### src/rtl/core/tbsc_pkg.sv
`default_nettype none
package tbsc_pkg;

    localparam int unsigned ByteW = 8;
    localparam int unsigned CfgIdxW = 8;

    localparam logic [ByteW-1:0] KeyReset = 8'hB6;
    localparam logic [ByteW-1:0] CntReset = 8'h55;

    localparam logic [CfgIdxW-1:0] RegInitialKey = 8'd0;
    localparam logic [CfgIdxW-1:0] RegInitialCounter = 8'd1;

    typedef struct packed {
        logic [ByteW-1:0] initial_key;
        logic [ByteW-1:0] initial_counter;
    } t_cfg;

endpackage
`default_nettype wire

### src/rtl/core/tbsc_cfg_regs.sv
`default_nettype none
module tbsc_cfg_regs (
    input  wire logic                       i_clk,
    input  wire logic                       i_rst_n,
    input  wire logic                       i_cfg_valid,
    output logic                            o_cfg_ready,
    input  wire logic [tbsc_pkg::CfgIdxW-1:0] i_cfg_index,
    input  wire logic [tbsc_pkg::ByteW-1:0] i_cfg_data,
    output tbsc_pkg::t_cfg                  o_cfg
);

    tbsc_pkg::t_cfg r_cfg;
    tbsc_pkg::t_cfg n_cfg;

    assign o_cfg_ready = 1'b1;
    assign o_cfg = r_cfg;

    always_comb begin
        n_cfg = r_cfg;
        if (i_cfg_valid) begin
            case (i_cfg_index)
                tbsc_pkg::RegInitialKey:     n_cfg.initial_key = i_cfg_data;
                tbsc_pkg::RegInitialCounter: n_cfg.initial_counter = i_cfg_data;
                default:                     n_cfg = r_cfg;
            endcase
        end
    end

    always_ff @(posedge i_clk) begin
        if (!i_rst_n) begin
            r_cfg.initial_key <= tbsc_pkg::KeyReset;
            r_cfg.initial_counter <= tbsc_pkg::CntReset;
        end else begin
            r_cfg <= n_cfg;
        end
    end

endmodule
`default_nettype wire

### src/rtl/core/tbsc_keystream.sv
`default_nettype none
module tbsc_keystream (
    input  wire logic                       i_clk,
    input  wire logic                       i_rst_n,
    input  wire logic                       i_advance,
    input  wire logic                       i_message_start,
    input  wire logic [tbsc_pkg::ByteW-1:0] i_data_byte,
    input  wire tbsc_pkg::t_cfg             i_cfg,
    output logic [tbsc_pkg::ByteW-1:0]      o_out_byte
);

    logic [tbsc_pkg::ByteW-1:0] r_key;
    logic [tbsc_pkg::ByteW-1:0] r_cnt;
    logic [tbsc_pkg::ByteW-1:0] n_key;
    logic [tbsc_pkg::ByteW-1:0] n_cnt;
    logic [tbsc_pkg::ByteW-1:0] key_use;
    logic [tbsc_pkg::ByteW-1:0] cnt_use;
    logic [tbsc_pkg::ByteW-1:0] cnt_mix;
    logic [tbsc_pkg::ByteW-1:0] quot;
    logic [tbsc_pkg::ByteW-1:0] rem9;
    logic [14:0]                prod;
    logic [tbsc_pkg::ByteW-1:0] mask;

    always_comb begin
        key_use = i_message_start ? i_cfg.initial_key : r_key;
        cnt_use = i_message_start ? i_cfg.initial_counter : r_cnt;
        cnt_mix = cnt_use;
        // update high bit first, each bit sees the ones already updated
        for (int i = 7; i >= 0; i--) begin
            if (key_use[i]) begin
                cnt_mix[i] = cnt_mix[i] ^ cnt_mix[(i + 1) % 8];
            end else begin
                cnt_mix[i] = cnt_mix[i] ^ cnt_mix[(i + 2) % 8];
            end
        end
        n_cnt = cnt_mix + 8'd1;
        n_key = key_use + 8'd1;
    end

    // n_cnt mod 9 through reciprocal 57/512, exact for 8-bit values
    always_comb begin
        prod = 15'(n_cnt) * 15'd57;
        quot = 8'(prod >> 9);
        rem9 = n_cnt - 8'(quot * 8'd9);
        if (rem9 < 8'd3) begin
            mask = 8'h55;
        end else if (rem9 <= 8'd5) begin
            mask = 8'hAA;
        end else begin
            mask = 8'hFF;
        end
        o_out_byte = i_data_byte ^ (n_cnt & mask);
    end

    always_ff @(posedge i_clk) begin
        if (!i_rst_n) begin
            r_key <= tbsc_pkg::KeyReset;
            r_cnt <= tbsc_pkg::CntReset;
        end else if (i_advance) begin
            r_key <= n_key;
            r_cnt <= n_cnt;
        end
    end

endmodule
`default_nettype wire

### src/rtl/core/toy_byte_stream_cipher_unit.sv
// Path: input register, then the key/counter update, then the result register.
// Throughput: one byte per cycle while i_ready is high; the key/counter update is a
// single combinational pass between the input register and the result register.
// Reset: synchronous, active low; key 0xB6, counter 0x55, both initial registers
// at the same values, pipeline empty.
`default_nettype none
module toy_byte_stream_cipher_unit (
    input  wire logic                         i_clk,
    input  wire logic                         i_rst_n,
    input  wire logic                         i_valid,
    output logic                              o_ready,
    input  wire logic [tbsc_pkg::ByteW-1:0]   i_data_byte,
    input  wire logic                         i_message_start,
    output logic                              o_valid,
    input  wire logic                         i_ready,
    output logic [tbsc_pkg::ByteW-1:0]        o_out_byte,
    input  wire logic                         i_cfg_valid,
    output logic                              o_cfg_ready,
    input  wire logic [tbsc_pkg::CfgIdxW-1:0] i_cfg_index,
    input  wire logic [tbsc_pkg::ByteW-1:0]   i_cfg_data
);

    tbsc_pkg::t_cfg cfg;

    logic                       r_in_valid;
    logic [tbsc_pkg::ByteW-1:0] r_in_data;
    logic                       r_in_start;
    logic                       r_out_valid;
    logic [tbsc_pkg::ByteW-1:0] r_out_byte;
    logic [tbsc_pkg::ByteW-1:0] ks_byte;
    logic                       advance;
    logic                       take_in;

    tbsc_cfg_regs u_cfg (
        .i_clk       (i_clk),
        .i_rst_n     (i_rst_n),
        .i_cfg_valid (i_cfg_valid),
        .o_cfg_ready (o_cfg_ready),
        .i_cfg_index (i_cfg_index),
        .i_cfg_data  (i_cfg_data),
        .o_cfg       (cfg)
    );

    tbsc_keystream u_ks (
        .i_clk           (i_clk),
        .i_rst_n         (i_rst_n),
        .i_advance       (advance),
        .i_message_start (r_in_start),
        .i_data_byte     (r_in_data),
        .i_cfg           (cfg),
        .o_out_byte      (ks_byte)
    );

    assign advance = r_in_valid && (!r_out_valid || i_ready);
    assign o_ready = !r_in_valid || advance;
    assign take_in = i_valid && o_ready;
    assign o_valid = r_out_valid;
    assign o_out_byte = r_out_byte;

    always_ff @(posedge i_clk) begin
        if (!i_rst_n) begin
            r_in_valid <= 1'b0;
            r_out_valid <= 1'b0;
        end else begin
            if (take_in) begin
                r_in_valid <= 1'b1;
            end else if (advance) begin
                r_in_valid <= 1'b0;
            end
            if (advance) begin
                r_out_valid <= 1'b1;
            end else if (i_ready) begin
                r_out_valid <= 1'b0;
            end
        end
    end

    always_ff @(posedge i_clk) begin
        if (take_in) begin
            r_in_data <= i_data_byte;
            r_in_start <= i_message_start;
        end
        if (advance) begin
            r_out_byte <= ks_byte;
        end
    end

endmodule
`default_nettype wire
### config.mk
export PLATFORM = sky130hd
export DESIGN_NAME = toy_byte_stream_cipher_unit
export DESIGN_NICKNAME = d
export VERILOG_FILES = /design/src/rtl/core/tbsc_pkg.sv /design/src/rtl/core/tbsc_cfg_regs.sv /design/src/rtl/core/tbsc_keystream.sv /design/src/rtl/core/toy_byte_stream_cipher_unit.sv
export SDC_FILE = /design/constraint.sdc
export NUM_CORES = 1
export LEC_CHECK = 0
export BUFFER_PORTS_ARGS = -buffer_cell sky130_fd_sc_hd__buf_4
export CAP_MARGIN = 20
export CORE_MARGIN = 4
export CORE_UTILIZATION = 47
export CTS_CLUSTER_DIAMETER = 50
export DETAILED_ROUTE_END_ITERATION = 6
export GPL_TIMING_DRIVEN = 1
export HOLD_SLACK_MARGIN = 0.08
export PLACE_DENSITY = 0.63
export SYNTH_ARGS = -nofsm -noshare
export SYNTH_HDL_FRONTEND = slang
export SYNTH_SLANG_ARGS = --single-unit
### constraint.sdc
create_clock -name i_clk -period 11.42 [get_ports i_clk]
set_clock_uncertainty 0.1 [all_clocks]
set_input_delay 2.284 -clock i_clk [delete_from_list [all_inputs] [get_ports i_clk]]
set_output_delay 2.284 -clock i_clk [all_outputs]
set_load 0.005 [all_outputs]
# --- Yosys cells after proc, flatten, opt, wreduce, memory -nomap -nowiden ---
# Cells that the tools add are included.
totals:
  register_bits: 51
  inputBits: 30
  out_inout_bits: 11
  elab_cells: 62
op_classes:
  addsub: 3
  mul: 2
  order_cmp: 2
  eq_ne: 1
  n_mux: 16
  n_bitwise: 18
  n_reduce_logical: 11
op_table:
  columns: ["operator", "count"]
  rows:
  - ["8-bit two-way mux", 3]
  - ["8-bit by 1-bit adder with 8-bit output (second input constant)", 2]
  - ["1-bit XOR", 16]
  - ["8-bit by 6-bit multiplier with 14-bit output (second input constant)", 1]
  - ["1-bit two-way mux", 12]
  - ["8-bit bitwise AND", 1]
  - ["8-bit by 1-bit equality test with 1-bit output (second input constant)", 1]
  - ["8-bit by 3-bit less-or-equal comparator with 1-bit output (second input constant)", 1]
  - ["8-bit zero test", 1]
  - ["8-bit by 2-bit less-than comparator with 1-bit output (second input constant)", 1]
  - ["5-bit by 4-bit multiplier with 8-bit output (second input constant)", 1]
  - ["8-bit subtractor", 1]
  - ["8-bit XOR", 1]
  - ["7-bit two-way mux", 1]
  - ["2-bit AND reduction", 2]
  - ["2-bit nonzero test", 2]
  - ["1-bit logical AND", 2]
  - ["1-bit zero test", 2]
  - ["1-bit logical OR", 2]

# --- Logic depth before layout (Yosys ltp) ---
# Gate-level depths: netlist of run 1.
logic_depth:
  word_depth: 26
  depth_mapped: 46
  ltp_nobuf: 43

# --- Hierarchy ---
# A second synthesis of run 1 with hierarchy kept.
unflattened:
  cells_unflattened: 483
  area_unflattened_um2: 4523.1
by_module_without_submodules:
  columns: ["module", "n_inst", "cells_per_inst", "area_each_um2", "seq_area_each_um2"]
  rows:
  - ["tbsc_keystream", 1, 383, 3214.3, 320.3]
  - ["tbsc_cfg_regs", 1, 74, 694.4, 320.3]
  - ["toy_byte_stream_cipher_unit", 1, 26, 614.3, 550.5]

# --- Worst setup path before layout of run 1 ---
# No wires, ideal clock.
synth_timing:
  path_type: "register to register"
  startpoint: "reg r_in_start"
  endpoint: "reg r_out_byte (netlist bit o_out_byte[6]), data pin"
  setup_time_ns: 0.263
  arrival_ns: 9.775
  required_ns: 11.057
  slack_ns: 1.283
  stages_incl_launch_ff: 42
  n_path_buf: 1
  period_less_slack_ns: 10.137
  cell_sequence: "edfxtp_1 -> buf_6 -> mux2_4 -> or4_4 -> o21a_2 -> a2111oi_0 -> o2bb2ai_1 -> a211oi_2 -> a31o_2 -> o211ai_4 -> mux2i_1 -> o31a_1 -> nor2_1 -> ha_1 -> nand3_1 -> xnor2_1 -> inv_1 -> fa_1 -> (+6 left out) -> a21oi_1 -> a21oi_1 -> a31oi_1 -> o21ai_0 -> mux2i_2 -> inv_1 -> ha_1 -> inv_1 -> ha_1 -> xor2_1 -> ha_1 -> or4b_2 -> o22ai_1 -> xor2_1 -> nor2b_1 -> mux2_4 -> a21oi_1 -> xor2_1"
synth_between:
  elab_chain_cells: 26
  word_cells_on_any_way: 36
  classes_between: "add/sub (2); mul (2); order compare (2); mux (12); bitwise (18)"
synth_lines:
  columns: ["item", "line", "source"]
  rows:
  - ["start, declared", "toy_byte_stream_cipher_unit.sv:27", "logic r_in_start;"]
  - ["start signal, assigned", "toy_byte_stream_cipher_unit.sv:81", "r_in_start <= i_message_start;"]
  - ["8-bit two-way mux", "tbsc_keystream.sv:26", "cnt_use = i_message_start ? i_cfg.initial_counter : r_cnt;"]
  - ["1-bit XOR (on tied branches)", "tbsc_keystream.sv:33, tbsc_keystream.sv:31", null]
  - ["1-bit two-way mux", "tbsc_keystream.sv:30", "if (key_use[i]) begin"]
  - ["1-bit XOR", "tbsc_keystream.sv:31", "cnt_mix[i] = cnt_mix[i] ^ cnt_mix[(i + 1) % 8];"]
  - ["1-bit two-way mux", "tbsc_keystream.sv:30", null]
  - ["1-bit XOR", "tbsc_keystream.sv:31", null]
  - ["1-bit two-way mux", "tbsc_keystream.sv:30", null]
  - ["1-bit XOR", "tbsc_keystream.sv:31", null]
  - ["(+10 left out)", null, null]
  - ["via u_ks.n_cnt (one bit)", "tbsc_keystream.sv:15", "logic [tbsc_pkg::ByteW-1:0] n_cnt;"]
  - ["(+1 left out)", null, null]
  - ["5-bit by 4-bit multiplier with 8-bit output", "tbsc_keystream.sv:44", "rem9 = n_cnt - 8'(quot * 8'd9);"]
  - ["8-bit subtractor", "tbsc_keystream.sv:44", null]
  - ["8-bit by 3-bit less-or-equal comparator with 1-bit output", "tbsc_keystream.sv:47", "end else if (rem9 <= 8'd5) begin"]
  - ["7-bit two-way mux", "tbsc_keystream.sv:47", null]
  - ["8-bit two-way mux", "tbsc_keystream.sv:45", "if (rem9 < 8'd3) begin"]
  - ["8-bit bitwise AND (*)", "tbsc_keystream.sv:52", "o_out_byte = i_data_byte ^ (n_cnt & mask);"]
  - ["8-bit XOR (*)", "tbsc_keystream.sv:52", null]
  - ["via ks_byte (one bit)", "toy_byte_stream_cipher_unit.sv:30", "logic [tbsc_pkg::ByteW-1:0] ks_byte;"]
  - ["end signal, assigned", "toy_byte_stream_cipher_unit.sv:84", "r_out_byte <= ks_byte;"]
  - ["end, declared", "toy_byte_stream_cipher_unit.sv:29", "logic [tbsc_pkg::ByteW-1:0] r_out_byte;"]
# The timed path passes the listed nets; every way through them passes the cells marked *.
# A chain may end at the register's enable or synchronous reset.

# --- Worst setup path after layout of run 1 ---
layout_timing:
  startpoint: "reg r_in_start"
  endpoint: "reg r_out_byte (netlist bit o_out_byte[6]), data pin"
layout_between:
  elab_chain_cells: 26
  word_cells_on_any_way: 36
  classes_between: "add/sub (2); mul (2); order compare (2); mux (12); bitwise (18)"
layout_lines:
  columns: ["item", "line"]
  rows:
  - ["8-bit two-way mux", "tbsc_keystream.sv:26"]
  - ["1-bit XOR (on tied branches)", "tbsc_keystream.sv:33, tbsc_keystream.sv:31"]
  - ["1-bit two-way mux", "tbsc_keystream.sv:30"]
  - ["1-bit XOR", "tbsc_keystream.sv:31"]
  - ["1-bit two-way mux", "tbsc_keystream.sv:30"]
  - ["1-bit XOR", "tbsc_keystream.sv:31"]
  - ["1-bit two-way mux", "tbsc_keystream.sv:30"]
  - ["1-bit XOR", "tbsc_keystream.sv:31"]
  - ["(+11 left out)", null]
  - ["5-bit by 4-bit multiplier with 8-bit output", "tbsc_keystream.sv:44"]
  - ["8-bit subtractor", "tbsc_keystream.sv:44"]
  - ["8-bit by 3-bit less-or-equal comparator with 1-bit output", "tbsc_keystream.sv:47"]
  - ["7-bit two-way mux", "tbsc_keystream.sv:47"]
  - ["8-bit two-way mux", "tbsc_keystream.sv:45"]
  - ["8-bit bitwise AND (*)", "tbsc_keystream.sv:52"]
  - ["8-bit XOR (*)", "tbsc_keystream.sv:52"]
  - ["via ks_byte (one bit)", "toy_byte_stream_cipher_unit.sv:30"]
# Marks and branches as above.

==> results.ini, run 1 <==
[sta]
rsz0062_at_grt = false
slew_violations = 0
post-route-period-util = 0.938
finalCriticalPeriod_ns = 10.71
tightest_slew_ns = 0.913
timing.fmax_mhz = 93.4
setup_viol = 0
slew-limit-headroom = 0.389
setup_tns_ns = 0
final-hold-violation-count = 0

[drt]
remaining_drc_errors = 0
drt_iter0_drc = 177
drt_first_pass_iters = 5
routed-via-count = 3649
detail_route.wirelength_microns = 10400
wl_per_cell_microns = 16.2
vias_per_cell = 5.71
ant_nets = 0

[yosys]
synthDominantAreaCellType = sky130_fd_sc_hd__dfxtp_1
synth_warn = 0
yosys_register_bits = 51
synth-async-reset-ratio = 0
synth_top_cells_by_area = sky130_fd_sc_hd__dfxtp_1 15%, sky130_fd_sc_hd__edfxtp_1 12%, sky130_fd_sc_hd__ha_1 10%, sky130_fd_sc_hd__mux2i_1 8.6%, sky130_fd_sc_hd__nand2_1 4.8%
synth-seq-area-share = 0.270
synth_largest_type_area_fraction = 0.154
synth_edf_count = 17
synth_fp_nets = 558
synth.cell_area_sq_um = 4410
syn_avg_cell_area_sq_um = 9.14
post_synth_inst_count = 483
synth-main-ff-cell = sky130_fd_sc_hd__dfxtp_1
synth.lib_cells_used.distinct = 78

[setup_path]
timing_worst_setup_path_type = register to register
worst_path_largest_cell_delay_ns = 0.63
sort_of_element_at_the_end_of_the_critical_path = register
cp-start-kind = register
critical_path_peak_fanout = 8
timing.critical_path.max_delay_family = compound AO/OA/AOI/OAI gates
slowest_stage = sky130_fd_sc_hd__or4b_2
timing.critical_path.required_ns = 11.36
path_buf_inv = 4
most_common_cell_on_crit_path = sky130_fd_sc_hd__ha_1
critical_path_data_arrival_time_ns = 10.65

[finish]
flow.area_growth_from_synthesis_pct = 13.3
post_route_cells_drive_above_1_share = 0.178
diodes = 0
final_net_count = 603

[grt]
grt_start_max_net_pins = 35
global_route.overflow_total = 0
first_pass_grt_wire_length_microns = 16900
gr-usage-all-layers = 0.188
first_global_vias = 3412
grt_antenna_before_repair = 0

[cts]
cts_tree = yes
numClockSinks = 51
cts_htree_levels = 2
clk_pin_slew_ns = 0.10
clock-root-buffer = sky130_fd_sc_hd__clkbuf_8
number_of_clock_buffers_inserted_by_tritoncts = 5
clock_latency_ns = 0.30
clock_path_buffers = 2
cts_hold_repair.buffers = 0

[die]
ios = 41
rows = 35
die_y_microns = 105
die_area_sq_um = 11000
fp.dieW_microns = 105
floorplan.initialDensity = 0.480
core_sq_um = 9200

[flow_run]
maxCapViolations = 0

[place]
dpl_wire_length_microns = 8070
numPortBuffers = 39
place_congestion = 0.868

[hold_path]
hold_path.class = register to register

[run_status]
status = finished clean

-- layout make-up --
type | instances | area [sq um]
flip-flops and latches | 51 | 1190
well taps | 111 | 139
multi-input cells | 391 | 3090
clock buffers | 7 | 98.8
repair buffers | 50 | 375
inverters | 29 | 109
fillers | 858 | 4200
-- registers in the layout (all words and copies together) (netlist names) --
register and flops:
r_in_data 8, r_in_start 1, r_in_valid 1, u_ks.r_cnt 8
u_ks.r_key 8, u_cfg.o_cfg 16, o_valid 1, o_out_byte 8
-- through the flow --
step | hold WS (ns) | setup WS (ns) | instances | instance area, sq um | utilization
2_1_floorplan | 0.340 | 1.28 | 483 | 4410 | -
3_3_place_gp | 0.352 | 0.475 | 627 | 4830 | 0.525
3_5_place_dp | 0.355 | 0.419 | 627 | 4830 | 0.525
4_1_cts | 0.374 | 0.392 | 634 | 4930 | 0.536
5_1_grt | 0.399 | 0.00386 | 639 | 5000 | 0.544
6_report | 0.370 | 0.712 | 639 | 5000 | 0.544
-- logic make-up (layout without fill, tap and decap cells) --
| kind of cell | count (synthesis) | count (layout) | share of synthesized area |
|---|---|---|---|
| flip-flops | 51 | 51 | 0.270 |
| multiplexers | 53 | 53 | 0.127 |
| adder cells (fa/ha/maj) | 46 | 46 | 0.143 |
| AO/OA/AOI/OAI | 101 | 101 | 0.170 |
| XOR/XNOR | 35 | 35 | 0.0743 |
| AND/OR/NAND/NOR | 155 | 155 | 0.176 |
| other | 1 | 1 | 0.000850 |
| buffers and inverters | 41 | 86 | 0.0380 |
-- layer usage --
layer  routed length, microns  global-route usage
met5                        0                   0
met4                      164              0.0394
met3                      544              0.0235
met2                     4720               0.317
met1                     4920               0.257
-- repair_timing --
action | 4_1_cts | 5_1_grt
setup endpoints to repair | 0 | 8
resized for setup | 0 | 6
setup buffers | 0 | 5
endpoints found under the hold margin | 0 | 0
-- path summary, 6_finish.rpt --
kind | slack [ns] | startpoint | cells past startpoint | to
worst max-delay path | 0.71 | r_in_start$_DFFE_PP_ | 42 | o_out_byte[6]$_DFFE_PP_
worst min-delay path | 0.37 | u_ks.r_key[1]$_SDFFE_PN1P_ | 2 | u_ks.r_key[1]$_SDFFE_PN1P_
worst max register to register | 0.71 | r_in_start$_DFFE_PP_ | 42 | o_out_byte[6]$_DFFE_PP_
worst min register to register | 0.37 | u_ks.r_key[1]$_SDFFE_PN1P_ | 2 | u_ks.r_key[1]$_SDFFE_PN1P_
-- tightest hold or removal path: stages (launching register included) --
cell and delay (ns):
sky130_fd_sc_hd__dfxtp_1 0.32, sky130_fd_sc_hd__nand2_1 0.05, sky130_fd_sc_hd__nand3_1 0.06
-- Yosys cell counts (4+ instances only) --
cell type,number
sky130_fd_sc_hd__o211ai_1,11
sky130_fd_sc_hd__nand2b_1,5
sky130_fd_sc_hd__clkbuf_1,7
sky130_fd_sc_hd__a21oi_1,21
sky130_fd_sc_hd__xnor2_1,23
sky130_fd_sc_hd__a21o_1,8
sky130_fd_sc_hd__o21ai_0,9
sky130_fd_sc_hd__o21ai_1,4
sky130_fd_sc_hd__dfxtp_1,34
sky130_fd_sc_hd__inv_1,26
sky130_fd_sc_hd__a21boi_0,4
sky130_fd_sc_hd__nand3_1,13
sky130_fd_sc_hd__nand2_1,56
sky130_fd_sc_hd__nand4_1,5
sky130_fd_sc_hd__edfxtp_1,17
sky130_fd_sc_hd__nor2b_1,14
sky130_fd_sc_hd__xor2_1,10
sky130_fd_sc_hd__fa_1,8
sky130_fd_sc_hd__nor2_1,28
sky130_fd_sc_hd__mux2_2,11
sky130_fd_sc_hd__nor4_1,4
sky130_fd_sc_hd__ha_1,37
sky130_fd_sc_hd__and3_1,6
sky130_fd_sc_hd__mux2i_1,38
sky130_fd_sc_hd__nor3_1,10
-- placed cells by master, fill, tap and decap left out, types with 3 or more instances in the layout --
| master | n |
|---|---|
| sky130_fd_sc_hd__nand2_1 | 56 |
| sky130_fd_sc_hd__nor3_1 | 10 |
| sky130_fd_sc_hd__inv_1 | 26 |
| sky130_fd_sc_hd__nand3_1 | 13 |
| sky130_fd_sc_hd__xnor2_2 | 4 |
| sky130_fd_sc_hd__a21o_1 | 8 |
| sky130_fd_sc_hd__nor2b_1 | 14 |
| sky130_fd_sc_hd__and3_1 | 6 |
| sky130_fd_sc_hd__xor2_1 | 10 |
| sky130_fd_sc_hd__o21ai_1 | 4 |
| sky130_fd_sc_hd__nand4_1 | 5 |
| sky130_fd_sc_hd__dfxtp_1 | 34 |
| sky130_fd_sc_hd__nor4_1 | 4 |
| sky130_fd_sc_hd__mux2_2 | 11 |
| sky130_fd_sc_hd__fa_1 | 8 |
| sky130_fd_sc_hd__o21ai_0 | 9 |
| sky130_fd_sc_hd__clkbuf_8 | 5 |
| sky130_fd_sc_hd__o21a_1 | 3 |
| sky130_fd_sc_hd__a21oi_1 | 21 |
| sky130_fd_sc_hd__buf_4 | 50 |
| sky130_fd_sc_hd__ha_1 | 36 |
| sky130_fd_sc_hd__edfxtp_1 | 17 |
| sky130_fd_sc_hd__nor2_1 | 28 |
| sky130_fd_sc_hd__a21boi_0 | 4 |
| sky130_fd_sc_hd__o211ai_1 | 11 |
| sky130_fd_sc_hd__o31ai_1 | 3 |
| sky130_fd_sc_hd__o211a_1 | 3 |
| sky130_fd_sc_hd__mux2i_1 | 38 |
| sky130_fd_sc_hd__and2_1 | 3 |
| sky130_fd_sc_hd__o22ai_1 | 3 |
| sky130_fd_sc_hd__nand2b_1 | 5 |
| sky130_fd_sc_hd__a31oi_1 | 3 |
| sky130_fd_sc_hd__xnor2_1 | 20 |
Power of run 1 is not shown: default switching activity piles up to over one toggle a cycle in this logic, so the estimate is an artifact.
==> run 2: changes to the inputs <==
--- a/config.mk
+++ b/config.mk
@@ -5,15 +5,16 @@
 export SDC_FILE = /design/constraint.sdc
 export NUM_CORES = 1
 export LEC_CHECK = 0
+export ABC_AREA = 1
 export BUFFER_PORTS_ARGS = -buffer_cell sky130_fd_sc_hd__buf_4
 export CAP_MARGIN = 20
 export CORE_MARGIN = 4
-export CORE_UTILIZATION = 47
+export CORE_UTILIZATION = 55
 export CTS_CLUSTER_DIAMETER = 50
 export DETAILED_ROUTE_END_ITERATION = 6
 export GPL_TIMING_DRIVEN = 1
 export HOLD_SLACK_MARGIN = 0.08
-export PLACE_DENSITY = 0.63
+export PLACE_DENSITY = 0.72
 export SYNTH_ARGS = -nofsm -noshare
 export SYNTH_HDL_FRONTEND = slang
 export SYNTH_SLANG_ARGS = --single-unit
==> results.ini, run 2 <==
[run_status]
status = finished clean

[drt]
drt_iter0_drc = 223
routed-via-count = 3755
remaining_drc_errors = 0
drt_first_pass_iters = 4
detail_route.wirelength_microns = 9680
vias_per_cell = 5.35
ant_nets = 0
wl_per_cell_microns = 13.8

[finish]
largest_register_ffs = 16
post_layout_nonfiller_instances = 702
nFillCells = 695
flow.area_growth_from_synthesis_pct = 11.4
diodes = 0
post_route_cells_drive_above_1_share = 0.192
most-common-layout-cells = 124 x sky130_fd_sc_hd__nand2_1, 83 x sky130_fd_sc_hd__inv_1, 58 x sky130_fd_sc_hd__nand3_1
final_net_count = 677
mostFrequentLayoutCell = sky130_fd_sc_hd__nand2_1
utilization = 0.634

[yosys]
yosys_register_bits = 51
synth.cell_area_sq_um = 4150
synth.lib_cells_used.distinct = 40
synth_warn = 0
post_synth_inst_count = 563
synth_edf_count = 17
synth_common_cells = 124 x sky130_fd_sc_hd__nand2_1, 83 x sky130_fd_sc_hd__inv_1, 58 x sky130_fd_sc_hd__nand3_1
most_instantiated_library_cell_after_synthesis = sky130_fd_sc_hd__nand2_1
synth_top_cells_by_area = sky130_fd_sc_hd__dfxtp_1 16%, sky130_fd_sc_hd__edfxtp_1 12%, sky130_fd_sc_hd__nand2_1 11%, sky130_fd_sc_hd__ha_1 11%, sky130_fd_sc_hd__inv_1 7.5%
synthDominantAreaCellType = sky130_fd_sc_hd__dfxtp_1
synth_largest_type_area_fraction = 0.164
synth-async-reset-ratio = 0
synth-seq-area-share = 0.287
synth-main-ff-cell = sky130_fd_sc_hd__dfxtp_1
syn_avg_cell_area_sq_um = 7.38
synth_fp_nets = 638

[die]
die_y_microns = 94.9
fp.dieW_microns = 94.9
die_area_sq_um = 9010
ios = 41
rows = 31
core_sq_um = 7290
floorplan.initialDensity = 0.569

[cts]
cts_htree_levels = 2
number_of_clock_buffers_inserted_by_tritoncts = 5
cts_hold_repair.buffers = 0
clk_pin_slew_ns = 0.10
cts_tree = yes
clock-root-buffer = sky130_fd_sc_hd__clkbuf_8
clock_latency_ns = 0.31
post_cts.resized_instances = 0
numClockSinks = 51
post_cts_buffers = 0
clock_path_buffers = 2

[hold_path]
worst_hold_startpoint = u_cfg.o_cfg[3]$_SDFFE_PN0P_
min_delay_worst_endpoint = u_cfg.o_cfg[3]$_SDFFE_PN0P_
holdPathStages = 2
hold_path.class = register to register

[setup_path]
worst_path_largest_cell_delay_ns = 0.84
most_common_cell_on_crit_path = sky130_fd_sc_hd__nand3_1
critical_path_peak_fanout = 21
sort_of_element_at_the_end_of_the_critical_path = register
slowest_stage = sky130_fd_sc_hd__edfxtp_1
path_buf_inv = 9
ff2ff_path_depth = 60
cp-start-kind = register
rr_startpoint = r_in_start$_DFFE_PP_
timing_worst_setup_path_type = register to register
timing.critical_path.max_delay_family = simple AND/OR/NAND/NOR gates
critical_path_data_arrival_time_ns = 9.99
timing.critical_path.required_ns = 11.39
critical_path.reg2reg.endpoint = o_out_byte[1]$_DFFE_PP_
reg2reg_setup_slack_ns = 1.40

[grt]
grt_antenna_before_repair = 0
first_pass_grt_wire_length_microns = 16200
grt_start_max_net_pins = 27
first_global_vias = 3590
gr-usage-all-layers = 0.228
global_route.overflow_total = 0

[sta]
timing.fmax_mhz = 99.8
finalCriticalPeriod_ns = 10.02
tightest_slew_ns = 0.866
rsz0062_at_grt = false
timing.final.ws_setup_ns = 1.40
slew_violations = 0
slew-limit-headroom = 0.417
final-hold-violation-count = 0
setup_tns_ns = 0
post-route-period-util = 0.877
setup_viol = 0

[place]
dpl_wire_length_microns = 7980
placement.setup.worst_slack_ns = 1.44
numPortBuffers = 39
placed_cells = 694
place_congestion = 0.917

[flow_run]
maxCapViolations = 0

## run 2: changes by cell type after synthesis, moves of 11 or more
cell	delta
sky130_fd_sc_hd__inv_1	+57
sky130_fd_sc_hd__mux2_2	-11
sky130_fd_sc_hd__mux2i_1	-38
sky130_fd_sc_hd__nand2_1	+68
sky130_fd_sc_hd__nand2_2	+22
sky130_fd_sc_hd__nand3_1	+45
sky130_fd_sc_hd__nand3_2	+15
sky130_fd_sc_hd__nor2b_1	-14
sky130_fd_sc_hd__o21ai_0	+28
sky130_fd_sc_hd__xnor2_1	-20
## run 2: cell type report
type / count / area, sq um / share of cell area
clock buffer: 5 / 68.8 / 0.0149
clock inverter: 3 / 27.5 / 0.00595
inverter: 92 / 345 / 0.0747
multi-input combinational: 412 / 2570 / 0.555
sequential: 51 / 1190 / 0.258
tap: 99 / 124 / 0.0268
timing repair buffer: 40 / 300 / 0.0649
## run 2: how the worst max path moves through the flow
| stage | endpoint | depth (start not counted) | from |
|---|---|---|---|
| floorplan | o_out_byte[5]$_DFFE_PP_ | 55 | r_in_start$_DFFE_PP_ |
| global placement | o_out_byte[1]$_DFFE_PP_ | 60 | r_in_start$_DFFE_PP_ |
| detailed placement | o_out_byte[1]$_DFFE_PP_ | 60 | r_in_start$_DFFE_PP_ |
| CTS | o_out_byte[1]$_DFFE_PP_ | 60 | r_in_start$_DFFE_PP_ |
| global route | o_out_byte[1]$_DFFE_PP_ | 59 | r_in_start$_DFFE_PP_ |
| finish | o_out_byte[1]$_DFFE_PP_ | 60 | r_in_start$_DFFE_PP_ |
## run 2: per-layer routing
metal | vias up | global-route usage | routed length [microns]
met4 | 0 | 0.0769 | 192
li1 | 1913 | - | -
met1 | 1723 | 0.303 | 4390
met5 | - | 0 | 0
met3 | 15 | 0.0287 | 494
met2 | 104 | 0.381 | 4600
## run 2: worst min-delay path: cells and delay by family, from the launching register on
kind	cells	cell delay [ns]
flip-flops	1	0.33
AND/OR/NAND/NOR	2	0.12
## run 2: cells by family (layout without fill, tap and decap cells)
family          count (synthesis)  count (layout)  synth area share
buf+inv                       100             140            0.0949
fa+ha+maj                      45              45             0.150
compound gates                 75              75             0.105
flops                          51              51             0.287
xor+xnor                       13              13            0.0274
simple gates                  278             278             0.335
other cells                     1               1          0.000903
## run 2: metrics by stage
stage	area [sq um]	hold WS, ns
2_1_floorplan	4150	0.334
3_3_place_gp	4530	0.349
3_5_place_dp	4530	0.360
4_1_cts	4620	0.384
5_1_grt	4620	0.416
6_report	4620	0.387
Power of run 2 is left out for the same reason.
==> run 3: changes to the inputs <==
--- a/config.mk
+++ b/config.mk
@@ -9,12 +9,12 @@
 export BUFFER_PORTS_ARGS = -buffer_cell sky130_fd_sc_hd__buf_4
 export CAP_MARGIN = 20
 export CORE_MARGIN = 4
-export CORE_UTILIZATION = 55
+export CORE_UTILIZATION = 40
 export CTS_CLUSTER_DIAMETER = 50
 export DETAILED_ROUTE_END_ITERATION = 6
 export GPL_TIMING_DRIVEN = 1
 export HOLD_SLACK_MARGIN = 0.08
-export PLACE_DENSITY = 0.72
+export PLACE_DENSITY = 0.55
 export SYNTH_ARGS = -nofsm -noshare
 export SYNTH_HDL_FRONTEND = slang
 export SYNTH_SLANG_ARGS = --single-unit
==> constraint.sdc (replaced) <==
create_clock -name i_clk -period 12.4 [get_ports i_clk]
set_clock_uncertainty 0.1 [all_clocks]
set_input_delay 2.48 -clock i_clk [delete_from_list [all_inputs] [get_ports i_clk]]
set_output_delay 2.48 -clock i_clk [all_outputs]
set_load 0.005 [all_outputs]
==> results.ini, run 3 (synthesis gave the netlist of run 2 again) <==
[drt]
wl_per_cell_microns = 13.5
vias_per_cell = 5.03
ant_nets = 0
remaining_drc_errors = 0
drt_iter0_drc = 177
routed-via-count = 3705
drt_first_pass_iters = 5
detail_route.wirelength_microns = 9910

[grt]
gr-usage-all-layers = 0.175
global_route.overflow_total = 0
grt_antenna_before_repair = 0
first_global_vias = 3498
grt.met1_usage = 0.243
grt_start_max_net_pins = 27
grtUsageMet3 = 0.0159
first_pass_grt_wire_length_microns = 16800
most_used_routing_layer = met2
gr-usage-met2 = 0.297

[setup_path]
ff2ff_path_depth = 60
most_common_cell_on_crit_path = sky130_fd_sc_hd__nand3_1
critical_path.reg2reg.endpoint = o_out_byte[1]$_DFFE_PP_
critical_path_peak_fanout = 21
slowest_stage = sky130_fd_sc_hd__edfxtp_1
timing.critical_path.required_ns = 12.36
sort_of_element_at_the_end_of_the_critical_path = register
critical_path_data_arrival_time_ns = 10.13
timing_worst_setup_path_type = register to register
cp-start-kind = register
reg2reg_setup_slack_ns = 2.24
worst_path_largest_cell_delay_ns = 0.82
rr_startpoint = r_in_start$_DFFE_PP_

[finish]
mostFrequentLayoutCell = sky130_fd_sc_hd__nand2_1
largest_register_ffs = 16
most-common-layout-cells = 124 x sky130_fd_sc_hd__nand2_1, 83 x sky130_fd_sc_hd__inv_1, 58 x sky130_fd_sc_hd__nand3_1
diodes = 0
final_area_sq_um = 4660
final_net_count = 677
post_route_cells_drive_above_1_share = 0.189
flow.area_growth_from_synthesis_pct = 12.1

[hold_path]
holdPathStages = 2
worst_hold_startpoint = u_cfg.o_cfg[6]$_SDFFE_PN1P_
min_delay_worst_endpoint = u_cfg.o_cfg[6]$_SDFFE_PN1P_
hold_path.class = register to register

[cts]
post_cts.resized_instances = 0
cts_tree = yes
cts_hold_repair.buffers = 0
clk_pin_slew_ns = 0.09
cts_htree_levels = 2
clock_path_buffers = 2
number_of_clock_buffers_inserted_by_tritoncts = 5
numClockSinks = 51
clock-root-buffer = sky130_fd_sc_hd__clkbuf_8
clock_latency_ns = 0.30
post_cts_buffers = 0

[sta]
slew-limit-headroom = 0.471
timing.fmax_mhz = 98.4
slew_violations = 0
post-route-period-util = 0.820
setup_viol = 0
setup_tns_ns = 0
final-hold-violation-count = 0
tightest_slew_ns = 0.785
finalCriticalPeriod_ns = 10.16
rsz0062_at_grt = false

[place]
numPortBuffers = 39
place_congestion = 0.866
dpl_wire_length_microns = 8150
placement.cell_area_sq_um = 4570

[die]
core_sq_um = 9950
fp.dieW_microns = 110
floorplan.initialDensity = 0.417
die_area_sq_um = 12100
rows = 36
ios = 41
die_y_microns = 110

[flow_run]
maxCapViolations = 0

[run_status]
status = finished clean

-- run 3: metal layers --
layer | wire (microns) | part of all wire
met4 | 106 | 0.011
met2 | 4670 | 0.47
met1 | 4810 | 0.49
met3 | 324 | 0.033
met5 | 0 | 0
-- run 3: worst max-delay path by stage --
| stage | from | endpoint | slack [ns] | cells past startpoint |
|---|---|---|---|---|
| global placement | r_in_start$_DFFE_PP_ | o_out_byte[1]$_DFFE_PP_ | 2.60 | 60 |
| global route | r_in_start$_DFFE_PP_ | o_out_byte[3]$_DFFE_PP_ | 1.13 | 60 |
| CTS | r_in_start$_DFFE_PP_ | o_out_byte[1]$_DFFE_PP_ | 2.22 | 60 |
| floorplan | r_in_start$_DFFE_PP_ | o_out_byte[5]$_DFFE_PP_ | 3.88 | 55 |
| detailed placement | r_in_start$_DFFE_PP_ | o_out_byte[1]$_DFFE_PP_ | 2.24 | 60 |
| finish | r_in_start$_DFFE_PP_ | o_out_byte[1]$_DFFE_PP_ | 2.24 | 60 |
-- run 3: worst max-delay path: cells and delay by family (launching register included) --
family / cells / cell delay (ns)
flip-flops: 1 / 0.82
adder cells (fa/ha/maj): 8 / 2.65
AO/OA/AOI/OAI: 4 / 0.91
buffers and inverters: 9 / 0.99
XOR/XNOR: 2 / 0.65
AND/OR/NAND/NOR: 37 / 3.78
-- run 3: area by class of cell --
class	count	area, sq um
fillers	1022	5300
well taps	133	166
inverters	92	345
clock inverters	2	12.5
clock buffers	6	72.6
repair buffers	40	300
multi-input cells	412	2570
flip-flops and latches	51	1190
-- run 3: per-stage QoR --
step            util  instances  hold WS, ns  worst slack, ns
2_1_floorplan      -        563        0.334             3.88
3_3_place_gp   0.459        728        0.355             2.60
3_5_place_dp   0.459        728        0.356             2.24
4_1_cts        0.468        736        0.381             2.22
5_1_grt        0.468        736        0.406             1.13
6_report       0.468        736        0.382             2.24
Power of run 3 is left out for the same reason.
